## config.mk

```make
export PLATFORM = sky130hd
export DESIGN_NAME = knob_soft_takeover_flat
export DESIGN_NICKNAME = d
export VERILOG_FILES = /design/src/hdl/kst_pkg.sv /design/src/hdl/kst_if.sv /design/src/hdl/knob_soft_takeover.sv /design/src/flat_wrapper.sv
export VERILOG_INCLUDE_DIRS = /design/src /design/src/hdl
export SDC_FILE = /design/constraint.sdc
export NUM_CORES = 2
export LEC_CHECK = 0
export BUFFER_PORTS_ARGS = -buffer_cell sky130_fd_sc_hd__buf_2
export CAP_MARGIN = 10
export CELL_PAD_IN_SITES_DETAIL_PLACEMENT = 0
export CELL_PAD_IN_SITES_GLOBAL_PLACEMENT = 1
export CORE_MARGIN = 5
export CORE_UTILIZATION = 57
export CTS_BUF_LIST = sky130_fd_sc_hd__clkbuf_8 sky130_fd_sc_hd__clkbuf_16
export CTS_CLUSTER_DIAMETER = 150
export DETAILED_ROUTE_END_ITERATION = 12
export PLACE_DENSITY_LB_ADDON = 0.1
export SYNTH_ARGS = -nofsm -noshare
export SYNTH_HDL_FRONTEND = slang
export SYNTH_SLANG_ARGS = --single-unit
```

## constraint.sdc

```tcl
create_clock -name clk -period 13.29 [get_ports clk]
set_clock_uncertainty 0.15 [all_clocks]
set_input_delay 1.329 -clock clk [delete_from_list [all_inputs] [get_ports clk]]
set_output_delay 1.329 -clock clk [all_outputs]
set_load 0.03 [all_outputs]
```

## src/hdl/knob_soft_takeover_macros.svh

```systemverilog
// Assertion macros for the knob soft takeover block.
// Included by the top level; no other dependencies.
`ifndef KNOB_SOFT_TAKEOVER_MACROS_SVH
`define KNOB_SOFT_TAKEOVER_MACROS_SVH

`ifndef ASSERT_OFF
`define KST_ASSERT_IMP(label, clk, rst_n, ante, cons) \
    label: assert property (@(posedge clk) disable iff (!rst_n) (ante) |-> (cons)) \
        else $error("knob_soft_takeover: check failed");
`define KST_ASSERT_NXT(label, clk, rst_n, ante, cons) \
    label: assert property (@(posedge clk) disable iff (!rst_n) (ante) |=> (cons)) \
        else $error("knob_soft_takeover: check failed");
`else
`define KST_ASSERT_IMP(label, clk, rst_n, ante, cons)
`define KST_ASSERT_NXT(label, clk, rst_n, ante, cons)
`endif

`endif

```

## src/hdl/kst_pkg.sv

```systemverilog
// Shared constants, widths and operation codes for the knob soft takeover block.
// No dependencies.
`default_nettype none

package kst_pkg;

    localparam int NUM_CONTROLS = 16;
    localparam int VALUE_BITS   = 16;
    localparam int OP_W         = 2;
    localparam int INDEX_W      = 5;
    localparam int OUT_INDEX_W  = 4;
    localparam int MASK_W       = 16;
    localparam int CTRL_W       = (NUM_CONTROLS > 1) ? $clog2(NUM_CONTROLS) : 1;

    localparam int ONE_INT = (1 << VALUE_BITS) - 1;
    localparam int EPS_INT = (ONE_INT + 50) / 100;

    localparam logic [VALUE_BITS-1:0] VAL_ONE = VALUE_BITS'(ONE_INT);
    localparam logic [VALUE_BITS-1:0] VAL_EPS = VALUE_BITS'(EPS_INT);
    localparam logic [VALUE_BITS-1:0] VAL_HIGH = VALUE_BITS'(ONE_INT - EPS_INT);

    localparam logic [MASK_W-1:0] KNOB_MASK_RESET = '1;

    localparam logic [OP_W-1:0] OP_SAMPLE = 2'd0;
    localparam logic [OP_W-1:0] OP_LOCK   = 2'd1;
    localparam logic [OP_W-1:0] OP_READ   = 2'd2;

    typedef logic [VALUE_BITS-1:0] value_t;

endpackage

`default_nettype wire

```

## src/hdl/kst_if.sv

```systemverilog
// Handshake channels of the knob soft takeover block: request, result, config.
// Depends on kst_pkg.
`default_nettype none

interface kst_req_if;
    logic                        valid;
    logic                        ready;
    logic [kst_pkg::OP_W-1:0]    operation;
    logic [kst_pkg::INDEX_W-1:0] control_index;
    kst_pkg::value_t             sample_value;
    kst_pkg::value_t             preset_value;

    modport source (output valid, operation, control_index, sample_value, preset_value,
                    input ready);
    modport sink   (input valid, operation, control_index, sample_value, preset_value,
                    output ready);
endinterface

interface kst_rsp_if;
    logic                            valid;
    logic                            ready;
    logic [kst_pkg::OUT_INDEX_W-1:0] out_index;
    kst_pkg::value_t                 mapped_value;
    logic                            still_locked;

    modport source (output valid, out_index, mapped_value, still_locked, input ready);
    modport sink   (input valid, out_index, mapped_value, still_locked, output ready);
endinterface

interface kst_cfg_if;
    logic                       valid;
    logic                       ready;
    logic [kst_pkg::MASK_W-1:0] knob_mask;

    modport source (output valid, knob_mask, input ready);
    modport sink   (input valid, knob_mask, output ready);
endinterface

`default_nettype wire

```

## src/hdl/knob_soft_takeover.sv

```systemverilog
// Soft takeover for a bank of knob controls: per-control lock state and an
// iterative multiply/divide unit. Depends on kst_pkg, kst_if and the macros header.
//
// Usage:
//   req: one transaction per operation (sample, lock, read) for one control.
//   rsp: zero or one result transaction per request.
//   cfg: writes the knob mask; always ready, write only while the block is idle.
// Timing:
//   req.ready is high only while the sequencer is idle. A lock, an ignored or
//   out-of-range request and any request without a result return from S_EVAL
//   to idle. A read, a pass-through or a result that needs no scaling goes from
//   S_EVAL to S_EMIT, which loads the output register. A scaled result uses
//   the shared 16x16 multiplier (S_MUL) and a restoring divider that yields one
//   quotient bit a cycle (S_DIV); S_FIN then adds the base and clamps before S_EMIT.
// Stall:
//   The output register holds a result until rsp.ready; the next request is
//   accepted meanwhile and waits at its own result until the register frees.
// Reset:
//   All per-control state clears, the knob mask becomes all ones, the output
//   register empties and req.ready is high from reset on.
`default_nettype none

`include "knob_soft_takeover_macros.svh"

module knob_soft_takeover (
    input  wire logic  clk,
    input  wire logic  rst_n,
    kst_req_if.sink    req,
    kst_rsp_if.source  rsp,
    kst_cfg_if.sink    cfg
);
    import kst_pkg::*;

    localparam int VB    = VALUE_BITS;
    localparam int NUM_W = 2 * VB;
    localparam int CNT_W = $clog2(VB + 1);

    localparam logic [2:0] S_IDLE = 3'd0;
    localparam logic [2:0] S_EVAL = 3'd1;
    localparam logic [2:0] S_MUL  = 3'd2;
    localparam logic [2:0] S_DIV  = 3'd3;
    localparam logic [2:0] S_FIN  = 3'd4;
    localparam logic [2:0] S_EMIT = 3'd5;

    logic [2:0]         state_reg, state_next;
    logic [MASK_W-1:0]  mask_reg;

    logic [OP_W-1:0]    op_reg, op_next;
    logic [INDEX_W-1:0] ci_reg, ci_next;
    value_t             hw_reg, hw_next;
    value_t             pre_reg, pre_next;

    logic               lock_flag_reg  [NUM_CONTROLS];
    value_t             preset_reg     [NUM_CONTROLS];
    value_t             lpos_reg       [NUM_CONTROLS];
    logic               lknown_reg     [NUM_CONTROLS];
    value_t             prev_reg       [NUM_CONTROLS];
    logic               prev_known_reg [NUM_CONTROLS];
    value_t             raw_reg        [NUM_CONTROLS];

    value_t             mul_a_reg, mul_a_next;
    value_t             mul_b_reg, mul_b_next;
    value_t             half_reg, half_next;
    value_t             div_reg, div_next;
    value_t             base_reg, base_next;
    value_t             rem_reg, rem_next;
    logic [VB:0]        shreg_reg, shreg_next;
    logic [CNT_W-1:0]   cnt_reg, cnt_next;

    value_t             res_reg, res_next;
    logic               res_lock_reg, res_lock_next;

    logic               out_valid_reg, out_valid_next;
    logic [OUT_INDEX_W-1:0] out_index_reg, out_index_next;
    value_t             out_value_reg, out_value_next;
    logic               out_lock_reg, out_lock_next;

    logic               lock_wr, lock_val, preset_wr, lpos_wr, lknown_wr, lknown_val;
    logic               prev_wr, raw_wr;

    logic [CTRL_W-1:0]  ci;
    logic               ci_ok, is_knob, cur_lock, cur_lknown, crossed;
    value_t             x, kk, prev, cur_raw, d_cur, d_prev;
    logic [VB:0]        kk_eps, sat_sum, trial;
    logic [NUM_W-1:0]   prod;
    logic [VB+1:0]      fin_sum;

    function automatic value_t absdiff(input value_t a, input value_t b);
        absdiff = (a >= b) ? (a - b) : (b - a);
    endfunction

    assign ci         = ci_reg[CTRL_W-1:0];
    assign ci_ok      = (32'(ci_reg) < 32'(NUM_CONTROLS));
    assign is_knob    = (ci_reg < INDEX_W'(MASK_W)) && mask_reg[ci_reg[OUT_INDEX_W-1:0]];
    assign cur_lock   = lock_flag_reg[ci];
    assign cur_lknown = lknown_reg[ci];
    assign cur_raw    = raw_reg[ci];
    assign x          = preset_reg[ci];
    assign kk         = cur_lknown ? lpos_reg[ci] : hw_reg;
    assign prev       = prev_known_reg[ci] ? prev_reg[ci] : hw_reg;
    assign d_cur      = absdiff(hw_reg, x);
    assign d_prev     = absdiff(prev, x);
    assign crossed    = (d_cur <= VAL_EPS) || (d_prev <= VAL_EPS)
                        || ((prev < x) && (hw_reg > x)) || ((prev > x) && (hw_reg < x));
    assign kk_eps     = {1'b0, kk} + {1'b0, VAL_EPS};
    assign sat_sum    = {1'b0, x} + {1'b0, hw_reg - kk};
    assign prod       = NUM_W'(mul_a_reg) * NUM_W'(mul_b_reg) + NUM_W'(half_reg);
    assign trial      = {rem_reg, shreg_reg[VB]};
    assign fin_sum    = (VB+2)'(base_reg) + (VB+2)'(shreg_reg);

    assign req.ready  = (state_reg == S_IDLE);
    assign cfg.ready  = 1'b1;

    assign rsp.valid        = out_valid_reg;
    assign rsp.out_index    = out_index_reg;
    assign rsp.mapped_value = out_value_reg;
    assign rsp.still_locked = out_lock_reg;

    always_comb
    begin
        state_next     = state_reg;
        op_next        = op_reg;
        ci_next        = ci_reg;
        hw_next        = hw_reg;
        pre_next       = pre_reg;
        mul_a_next     = mul_a_reg;
        mul_b_next     = mul_b_reg;
        half_next      = half_reg;
        div_next       = div_reg;
        base_next      = base_reg;
        rem_next       = rem_reg;
        shreg_next     = shreg_reg;
        cnt_next       = cnt_reg;
        res_next       = res_reg;
        res_lock_next  = res_lock_reg;
        out_valid_next = out_valid_reg && !rsp.ready;
        out_index_next = out_index_reg;
        out_value_next = out_value_reg;
        out_lock_next  = out_lock_reg;
        lock_wr        = 1'b0;
        lock_val       = 1'b0;
        preset_wr      = 1'b0;
        lpos_wr        = 1'b0;
        lknown_wr      = 1'b0;
        lknown_val     = 1'b0;
        prev_wr        = 1'b0;
        raw_wr         = 1'b0;

        case (state_reg)
            S_IDLE:
            begin
                if (req.valid)
                begin
                    op_next    = req.operation;
                    ci_next    = req.control_index;
                    hw_next    = req.sample_value;
                    pre_next   = req.preset_value;
                    state_next = S_EVAL;
                end
            end
            S_EVAL:
            begin
                state_next = S_IDLE;
                if (ci_ok)
                begin
                    case (op_reg)
                        OP_LOCK:
                        begin
                            lock_wr    = 1'b1;
                            lock_val   = 1'b1;
                            preset_wr  = 1'b1;
                            lknown_wr  = 1'b1;
                            lknown_val = 1'b0;
                        end
                        OP_READ:
                        begin
                            res_next      = cur_raw;
                            res_lock_next = cur_lock;
                            state_next    = S_EMIT;
                        end
                        OP_SAMPLE:
                        begin
                            prev_wr = 1'b1;
                            if (!cur_lock)
                            begin
                                raw_wr        = 1'b1;
                                res_next      = hw_reg;
                                res_lock_next = 1'b0;
                                state_next    = S_EMIT;
                            end
                            else if (is_knob)
                            begin
                                if (!cur_lknown)
                                begin
                                    lpos_wr    = 1'b1;
                                    lknown_wr  = 1'b1;
                                    lknown_val = 1'b1;
                                end
                                if ((hw_reg <= VAL_EPS) || (hw_reg >= VAL_HIGH))
                                begin
                                    lock_wr  = 1'b1;
                                    lock_val = 1'b0;
                                end
                                else
                                begin
                                    raw_wr = 1'b1;
                                    if (crossed)
                                    begin
                                        lock_wr       = 1'b1;
                                        lock_val      = 1'b0;
                                        res_next      = x;
                                        res_lock_next = 1'b0;
                                        state_next    = S_EMIT;
                                    end
                                    else
                                    begin
                                        res_lock_next = 1'b1;
                                        if ({1'b0, hw_reg} <= kk_eps)
                                        begin
                                            if (kk <= VAL_EPS)
                                            begin
                                                res_next   = hw_reg;
                                                state_next = S_EMIT;
                                            end
                                            else
                                            begin
                                                mul_a_next = hw_reg;
                                                mul_b_next = x;
                                                half_next  = kk >> 1;
                                                div_next   = kk;
                                                base_next  = '0;
                                                state_next = S_MUL;
                                            end
                                        end
                                        else if (kk >= VAL_HIGH)
                                        begin
                                            res_next   = sat_sum[VB] ? VAL_ONE : sat_sum[VB-1:0];
                                            state_next = S_EMIT;
                                        end
                                        else
                                        begin
                                            mul_a_next = hw_reg - kk;
                                            mul_b_next = VAL_ONE - x;
                                            half_next  = (VAL_ONE - kk) >> 1;
                                            div_next   = VAL_ONE - kk;
                                            base_next  = x;
                                            state_next = S_MUL;
                                        end
                                    end
                                end
                            end
                        end
                        default:
                        begin
                            state_next = S_IDLE;
                        end
                    endcase
                end
            end
            S_MUL:
            begin
                rem_next   = VB'(prod[NUM_W-1:VB+1]);
                shreg_next = prod[VB:0];
                cnt_next   = CNT_W'(VB);
                state_next = S_DIV;
            end
            S_DIV:
            begin
                if (trial >= {1'b0, div_reg})
                begin
                    rem_next   = VB'(trial - {1'b0, div_reg});
                    shreg_next = {shreg_reg[VB-1:0], 1'b1};
                end
                else
                begin
                    rem_next   = trial[VB-1:0];
                    shreg_next = {shreg_reg[VB-1:0], 1'b0};
                end
                cnt_next = cnt_reg - 1'b1;
                if (cnt_reg == '0)
                begin
                    state_next = S_FIN;
                end
            end
            S_FIN:
            begin
                res_next   = (fin_sum > (VB+2)'(VAL_ONE)) ? VAL_ONE : fin_sum[VB-1:0];
                state_next = S_EMIT;
            end
            S_EMIT:
            begin
                if (!out_valid_reg || rsp.ready)
                begin
                    out_valid_next = 1'b1;
                    out_index_next = ci_reg[OUT_INDEX_W-1:0];
                    out_value_next = res_reg;
                    out_lock_next  = res_lock_reg;
                    state_next     = S_IDLE;
                end
            end
            default:
            begin
                state_next = S_IDLE;
            end
        endcase
    end

    always_ff @(posedge clk or negedge rst_n)
    begin
        if (!rst_n)
        begin
            state_reg     <= S_IDLE;
            out_valid_reg <= 1'b0;
            mask_reg      <= KNOB_MASK_RESET;
            for (int i = 0; i < NUM_CONTROLS; i++)
            begin
                lock_flag_reg[i]  <= 1'b0;
                preset_reg[i]     <= '0;
                lpos_reg[i]       <= '0;
                lknown_reg[i]     <= 1'b0;
                prev_reg[i]       <= '0;
                prev_known_reg[i] <= 1'b0;
                raw_reg[i]        <= '0;
            end
        end
        else
        begin
            state_reg     <= state_next;
            out_valid_reg <= out_valid_next;
            if (cfg.valid)
            begin
                mask_reg <= cfg.knob_mask;
            end
            if (lock_wr)
            begin
                lock_flag_reg[ci] <= lock_val;
            end
            if (preset_wr)
            begin
                preset_reg[ci] <= pre_reg;
            end
            if (lpos_wr)
            begin
                lpos_reg[ci] <= hw_reg;
            end
            if (lknown_wr)
            begin
                lknown_reg[ci] <= lknown_val;
            end
            if (prev_wr)
            begin
                prev_reg[ci]       <= hw_reg;
                prev_known_reg[ci] <= 1'b1;
            end
            if (raw_wr)
            begin
                raw_reg[ci] <= hw_reg;
            end
        end
    end

    always_ff @(posedge clk)
    begin
        op_reg        <= op_next;
        ci_reg        <= ci_next;
        hw_reg        <= hw_next;
        pre_reg       <= pre_next;
        mul_a_reg     <= mul_a_next;
        mul_b_reg     <= mul_b_next;
        half_reg      <= half_next;
        div_reg       <= div_next;
        base_reg      <= base_next;
        rem_reg       <= rem_next;
        shreg_reg     <= shreg_next;
        cnt_reg       <= cnt_next;
        res_reg       <= res_next;
        res_lock_reg  <= res_lock_next;
        out_index_reg <= out_index_next;
        out_value_reg <= out_value_next;
        out_lock_reg  <= out_lock_next;
    end

    `KST_ASSERT_NXT(a_accept_evaluates, clk, rst_n, req.valid && req.ready, state_reg == S_EVAL)
    `KST_ASSERT_IMP(a_divisor_large, clk, rst_n, state_reg == S_MUL, div_reg > VAL_EPS)
    `KST_ASSERT_NXT(a_div_ends, clk, rst_n, state_reg == S_DIV && cnt_reg == '0, state_reg == S_FIN)
    `KST_ASSERT_IMP(a_load_from_emit, clk, rst_n, $rose(out_valid_reg), $past(state_reg) == S_EMIT)

endmodule

`default_nettype wire
```

## src/flat_wrapper.sv

```systemverilog
// flat-port wrapper written by rule: the top's interface ports become plain ports
module knob_soft_takeover_flat import kst_pkg::*;
  (clk, rst_n, req_valid, req_operation, req_control_index, req_sample_value, req_preset_value, req_ready, rsp_valid, rsp_out_index, rsp_mapped_value, rsp_still_locked, rsp_ready, cfg_valid, cfg_knob_mask, cfg_ready);
  kst_req_if req_i ();
  kst_rsp_if rsp_i ();
  kst_cfg_if cfg_i ();
  input  wire logic clk;
  input  wire logic rst_n;
  input wire logic [$bits(req_i.valid)-1:0] req_valid;
  input wire logic [$bits(req_i.operation)-1:0] req_operation;
  input wire logic [$bits(req_i.control_index)-1:0] req_control_index;
  input wire logic [$bits(req_i.sample_value)-1:0] req_sample_value;
  input wire logic [$bits(req_i.preset_value)-1:0] req_preset_value;
  output wire logic [$bits(req_i.ready)-1:0] req_ready;
  output wire logic [$bits(rsp_i.valid)-1:0] rsp_valid;
  output wire logic [$bits(rsp_i.out_index)-1:0] rsp_out_index;
  output wire logic [$bits(rsp_i.mapped_value)-1:0] rsp_mapped_value;
  output wire logic [$bits(rsp_i.still_locked)-1:0] rsp_still_locked;
  input wire logic [$bits(rsp_i.ready)-1:0] rsp_ready;
  input wire logic [$bits(cfg_i.valid)-1:0] cfg_valid;
  input wire logic [$bits(cfg_i.knob_mask)-1:0] cfg_knob_mask;
  output wire logic [$bits(cfg_i.ready)-1:0] cfg_ready;
  assign req_i.valid = req_valid;
  assign req_i.operation = req_operation;
  assign req_i.control_index = req_control_index;
  assign req_i.sample_value = req_sample_value;
  assign req_i.preset_value = req_preset_value;
  assign req_ready = req_i.ready;
  assign rsp_valid = rsp_i.valid;
  assign rsp_out_index = rsp_i.out_index;
  assign rsp_mapped_value = rsp_i.mapped_value;
  assign rsp_still_locked = rsp_i.still_locked;
  assign rsp_i.ready = rsp_ready;
  assign cfg_i.valid = cfg_valid;
  assign cfg_i.knob_mask = cfg_knob_mask;
  assign cfg_ready = cfg_i.ready;
  knob_soft_takeover u_core (.clk(clk), .rst_n(rst_n), .req(req_i), .rsp(rsp_i), .cfg(cfg_i));
endmodule
```

* After elaboration in Yosys (flattened, before gate mapping) *
Index checks and enable logic that the tools add are counted.

cells by class
  add/sub/neg operators = 13
  multipliers = 1
  divide/modulo/power cells = 0
  magnitude comparators = 20
  equal/unequal tests = 20
  shifts and indexed selects = 0
  multiplexer cells = 117
  bitwise operators = 4
  reductions and logical operators = 24

operators with widths
  cell                    number
  $bwmux 256              4
  $mux 16                 39
  $bmux 16 s4             4
  $pmux 16 s2             3
  $sub 16x16->16          6
  $demux 16 s4            1
  $le 16x10->1 const B    4
  $mux 1                  41
  $pmux 17 s2             1
  $mux 3                  11
  $add 32x16->32          1
  $bwmux 16               2
  $ge 16x16->1            2
  $ge 16x16->1 const B    2
  $gt 16x16->1            2
  $lt 16x16->1            2
  $mul 16x16->32          1
  $sub 16x16->16 const A  2
  $add 16x17->18          1
  $gt 18x16->1 const B    1
  $pmux 3 s6              1
  $add 16x10->17 const B  1
  $add 16x16->17          1
  $ge 17x16->1            1
  other kinds (38)        65

word-level totals
  flip-flop bits (word level) = 1287
  bits in latches = 0
  memory bits (writable) = 0
  ROM bits = 0
  bits of input ports = 60
  word-level logic and storage cells = 331
  memories kept = 0

* Depth between registers and ports, before layout *
  word-level depth = 18
  gate-level depth with buffers = 32
  mapped depth without buffers = 29

* Least setup slack after synthesis *
OpenSTA, ideal clock, no wires.

  path type = register to register
  start = register u_core.ci_reg[0]
  end = register u_core.base_reg[0] (enable)
  setup time = 429 ps
  data arrival time = 7166 ps
  required time = 12711 ps
  slack = 5545 ps
  stages on the path, launching flop included = 25
  buffers on the path = 7
  period minus slack after synthesis = 7745 ps
  cells stage by stage = edfxtp_1 buf_4 buf_6 buf_4 buf_4 buf_4 buf_2 buf_2 mux4_2 mux4_2 a21oi_1 ha_1 inv_1 fa_1 a211oi_1 o211ai_1 nand2_1 a31oi_1 nor3_1 o21ai_0 and4b_1 o21ai_0 a2111oi_4 nor3_1 and3_1

on the way
  cells in the longest elaborated chain, start to end = 13
  elaborated cells on any way between the ends = 53

ends and longest elaborated chain
  item                                                                          RTL line                   source
  start, declared                                                               knob_soft_takeover.sv:49   logic [INDEX_W-1:0] ci_reg, ci_next;
  start signal, assigned                                                        knob_soft_takeover.sv:365  ci_reg <= ci_next;
  $not 4->5 (not written as such)                                               -
  $bmux 16 s4 / $bmux 1 s4 (equally long branches)                              knob_soft_takeover.sv:100  assign prev = prev_known_reg[ci] ? prev_reg[ci] : hw_reg;
  $mux 16 (not written as such) / $mux 1 (equally long branches) (2 in series)  knob_soft_takeover.sv:100
  $mux 16                                                                       knob_soft_takeover.sv:100
  $sub 16x16->16 / $ge 16x16->1 (equally long branches)                         knob_soft_takeover.sv:89   absdiff = (a >= b) ? (a - b) : (b - a);
  $mux 16                                                                       knob_soft_takeover.sv:89
  $le 16x10->1                                                                  knob_soft_takeover.sv:103  assign crossed = (d_cur <= VAL_EPS) || (d_prev <= VAL_EPS)
  $logic_or 1x1->1                                                              knob_soft_takeover.sv:103
  $logic_or 1x1->1 (2 in series)                                                knob_soft_takeover.sv:104  || ((prev < x) && (hw_reg > x)) || ((prev > x) && (hw_reg < x));
  $not 1->1 (no source line)                                                    -
  $reduce_and 9->1 (no source line) *                                           -
  end signal, assigned                                                          knob_soft_takeover.sv:372  base_reg <= base_next;
  end, declared                                                                 knob_soft_takeover.sv:65   value_t base_reg, base_next;

Mark *: on every way between the ends. The rest lies on a longest branch, timed or not. The select of a mux whose other input is x is not followed.
A chain may end at the register's enable or synchronous reset.

* Worst setup path in the final report *
  start = register u_core.ci_reg[2]
  end = register u_core.base_reg[4] (enable)

Same word-level chain as after synthesis.

==> run summary <==
- dfrtp_1 — Yosys top cell by area
- dfrtp_1 38%, mux2_2 12%, mux4_2 11% — leading cell types by total area after synthesis
- 0 ns — setup TNS after final layout
- 169 — maximum number of pins on one net before global-route repair
- 4 — maximum level of the CTS H-tree
- 0.279 — fraction of final layout cells with drive strength greater than 1
- 0 — warnings from Yosys
- 0 — remaining design rule violation count
- 0 — overall overflow remaining after global route
- 0 — final setup fails
- 3992 — drt initial violations
- 84 — Unique masters post-synth
- 5751 — gate count of the mapped netlist
- 4.16 ns — worst setup slack for register-to-register paths
- 197 mm — total length of routed wires
- 75 — worst-path fanout max
- 179 — EDFF count, synth
- 0.461 — post-synthesis sequential area ratio
- 0.124 mm2 — core region area
- register — kind of capture point of the worst setup path
- 6 — iteration count of the initial detailed-routing pass
- 8 — number of antenna violations at the first check in global routing
- 1076 x dfrtp_1, 773 x mux2_2, 608 x nand2_1 — top cells by instance count after synthesis
- 0.574 — starting density of the core
- 129 — count of standard-cell rows
- 363 um — horizontal extent of the die
- done — CTS tree
- register to register — start-to-end type of the worst setup path
- 46200 — vias after detailed routing
- 9.37 ns — worst path arrival time
- 0 — final count of pins violating max slew
- 363 um — die height
- 0.970 — GP Congestion
- 0 — Hold-fix buffers, CTS
- 0.000148 V — worst IR drop on VDD
- 36.0 nW — leakage power total
- 0.304 — total global-route track usage
- 0.132 mm2 — Die ar.
- register to register — Tightest Hold Check Type
- 0.379 — share of the synthesized area in the top cell type
- 0.06 ns — Reg clk slew, reported paths
- 84 — io pins
- 0.81 ns — worst-skew pair later-pin latency
- dfrtp_1 — most repeated cell in the gate-level netlist after synthesis
- 12.3 um2 — average cell area after synthesis
- 0 — number of gates given a new drive strength after cts
- 0.138 — Max-slew headroom
- 138 — number of buffers added by the clock tree synthesis step
- 6.19 — number of vias per cell after detailed routing
- 1.29 ns — transition time of the tightest slew-check pin
- register — critical path startpoint category
- 26.4 um — post-DR wirelength/cell
- 47500 — number of global-route vias before repair
- 1271 — number of sinks on the clock net
- 0 — post-detailed-route count of antenna-violating nets
- 1271 — number of storage elements in the synthesis netlist
- 0 — Post CTS Setup Buffer Count
- 0.859 — share of synthesized flip-flops with an asynchronous set or reset
- 0.0710 mm2 — cell area after technology mapping
- 6280 — post-synthesis net count
- 301 mm — global-route wire length before repair
- clkbuf_16 — clock root buffer
- dfrtp_1 — top_reg_cell synth
- complete, no violations — outcome
- 9.13 ns — minimum clock period
- 9.18% — relative area change from synthesis to final layout
- 3 — clock buffer depth
- 181 mW/mm2 — Pwr Density
- 6234 — number of nets in the layout
- 82 — IO Port Bufs
- 13.53 ns — data required time of the critical path
- 0.687 — share of the clock period used by the worst path after layout
- no — RSZ-0062 raised after global routing
- 14.1 mW — Total Power
- 0 — final number of hold-violating endpoints
- 0 — # Max-Cap Violations
- 110 MHz — fmax
- 128 mm — final HPWL from detailed placement
final timing paths:
path	depth (start not counted)	end	start
min in group asynchronous	1	u_core.preset_reg[26]$_DFFE_PN0P_	rst_n
worst min-delay path	0	u_core.rsp.mapped_value[4]$_DFFE_PP_	u_core.res_reg[4]$_DFFE_PP_
worst max-delay path	25	u_core.base_reg[4]$_SDFFCE_PP0P_	u_core.ci_reg[2]$_DFFE_PP_
worst max register to register	25	u_core.base_reg[4]$_SDFFCE_PP0P_	u_core.ci_reg[2]$_DFFE_PP_
max in group asynchronous	4	u_core.lpos_reg[88]$_DFFE_PN0P_	rst_n
worst min register to register	0	u_core.rsp.mapped_value[4]$_DFFE_PP_	u_core.res_reg[4]$_DFFE_PP_
power by group:
group / internal [mW] / leakage, nW / switching, mW / total, mW
clock: 2.17 / 2.38 / 1.65 / 3.81
sequential: 4.90 / 16.6 / 0.473 / 5.37
combinational: 2.06 / 17.0 / 2.81 / 4.87
total: 9.13 / 36.0 / 4.93 / 14.1
kinds of logic (layout without fill, tap and decap cells):
kind of cell	Yosys count	count (layout)	synth area share
compound gates	852	852	0.0712
flops	1271	1271	0.461
mux	1133	1133	0.232
fa+ha+maj	469	469	0.106
buf+inv	737	804	0.0415
other cells	1	4	0.0000528
simple gates	1153	1153	0.0724
xor+xnor	135	135	0.0167
stage by stage:
| step | instances | util | setup slack, ns | cell area, um2 | hold slack, ns |
|---|---|---|---|---|---|
| finish | 7458 | 0.626 | 4.16 | 77500 | 0.311 |
| detailed placement | 7201 | 0.589 | 4.17 | 72900 | 0.299 |
| global route | 7455 | 0.626 | 3.52 | 77500 | 0.320 |
| global placement | 7201 | 0.589 | 4.30 | 72900 | 0.299 |
| floorplan | 5751 | - | 5.54 | 71000 | 0.250 |
| CTS | 7454 | 0.626 | 4.14 | 77500 | 0.309 |
layout by cell type (no fill, tap or decap), types with 138 or more instances in the layout:
master,n
ha_1,252
nor2_1,167
clkbuf_16,138
inv_1,384
o21ai_0,417
dfrtp_1,1076
mux4_2,332
nand2_1,608
fa_1,217
edfxtp_1,179
mux2_2,773
a21oi_1,152
layout make-up:
| cell class | instances | area (um2) |
|---|---|---|
| diodes | 3 | 7.51 |
| clock buffers | 161 | 3770 |
| clock inverters | 92 | 797 |
| fillers | 9582 | 46300 |
| inverters | 347 | 1300 |
| multi-input cells | 3743 | 35500 |
| flip-flops and latches | 1271 | 32700 |
| well taps | 1637 | 2050 |
| repair buffers | 204 | 1420 |
worst max-delay path, cell delays in order, from the launching register on:
cell      delay, ns
edfxtp_1       0.38
buf_12         0.55
nor2b_1        0.62
a22oi_1        0.25
nand2_2        0.54
o21ai_0        0.24
inv_1          0.25
ha_1           0.26
nand3_1        0.09
o31ai_1        0.55
o31ai_2        0.24
a21oi_1        0.31
nor2_1         0.10
xor2_1         0.17
ha_1           0.33
nand4_1        0.16
a311oi_1       0.24
o221ai_1       0.34
a21oi_4        0.20
buf_4          0.71
inv_2          0.42
nand4_1        0.17
o31ai_1        0.16
nor3_1         0.23
and3_2         0.21
buf_4          0.63
layer usage:
metal  up-vias  wire length [um]  GRT usage
met4         4              6830     0.0995
met3       353             13200     0.0530
li1      20300                 -          -
met2      1473             90100      0.478
met1     24100             86400      0.439
met5         -                27          0
No activity file was read; power rests on OpenSTA's default activity.
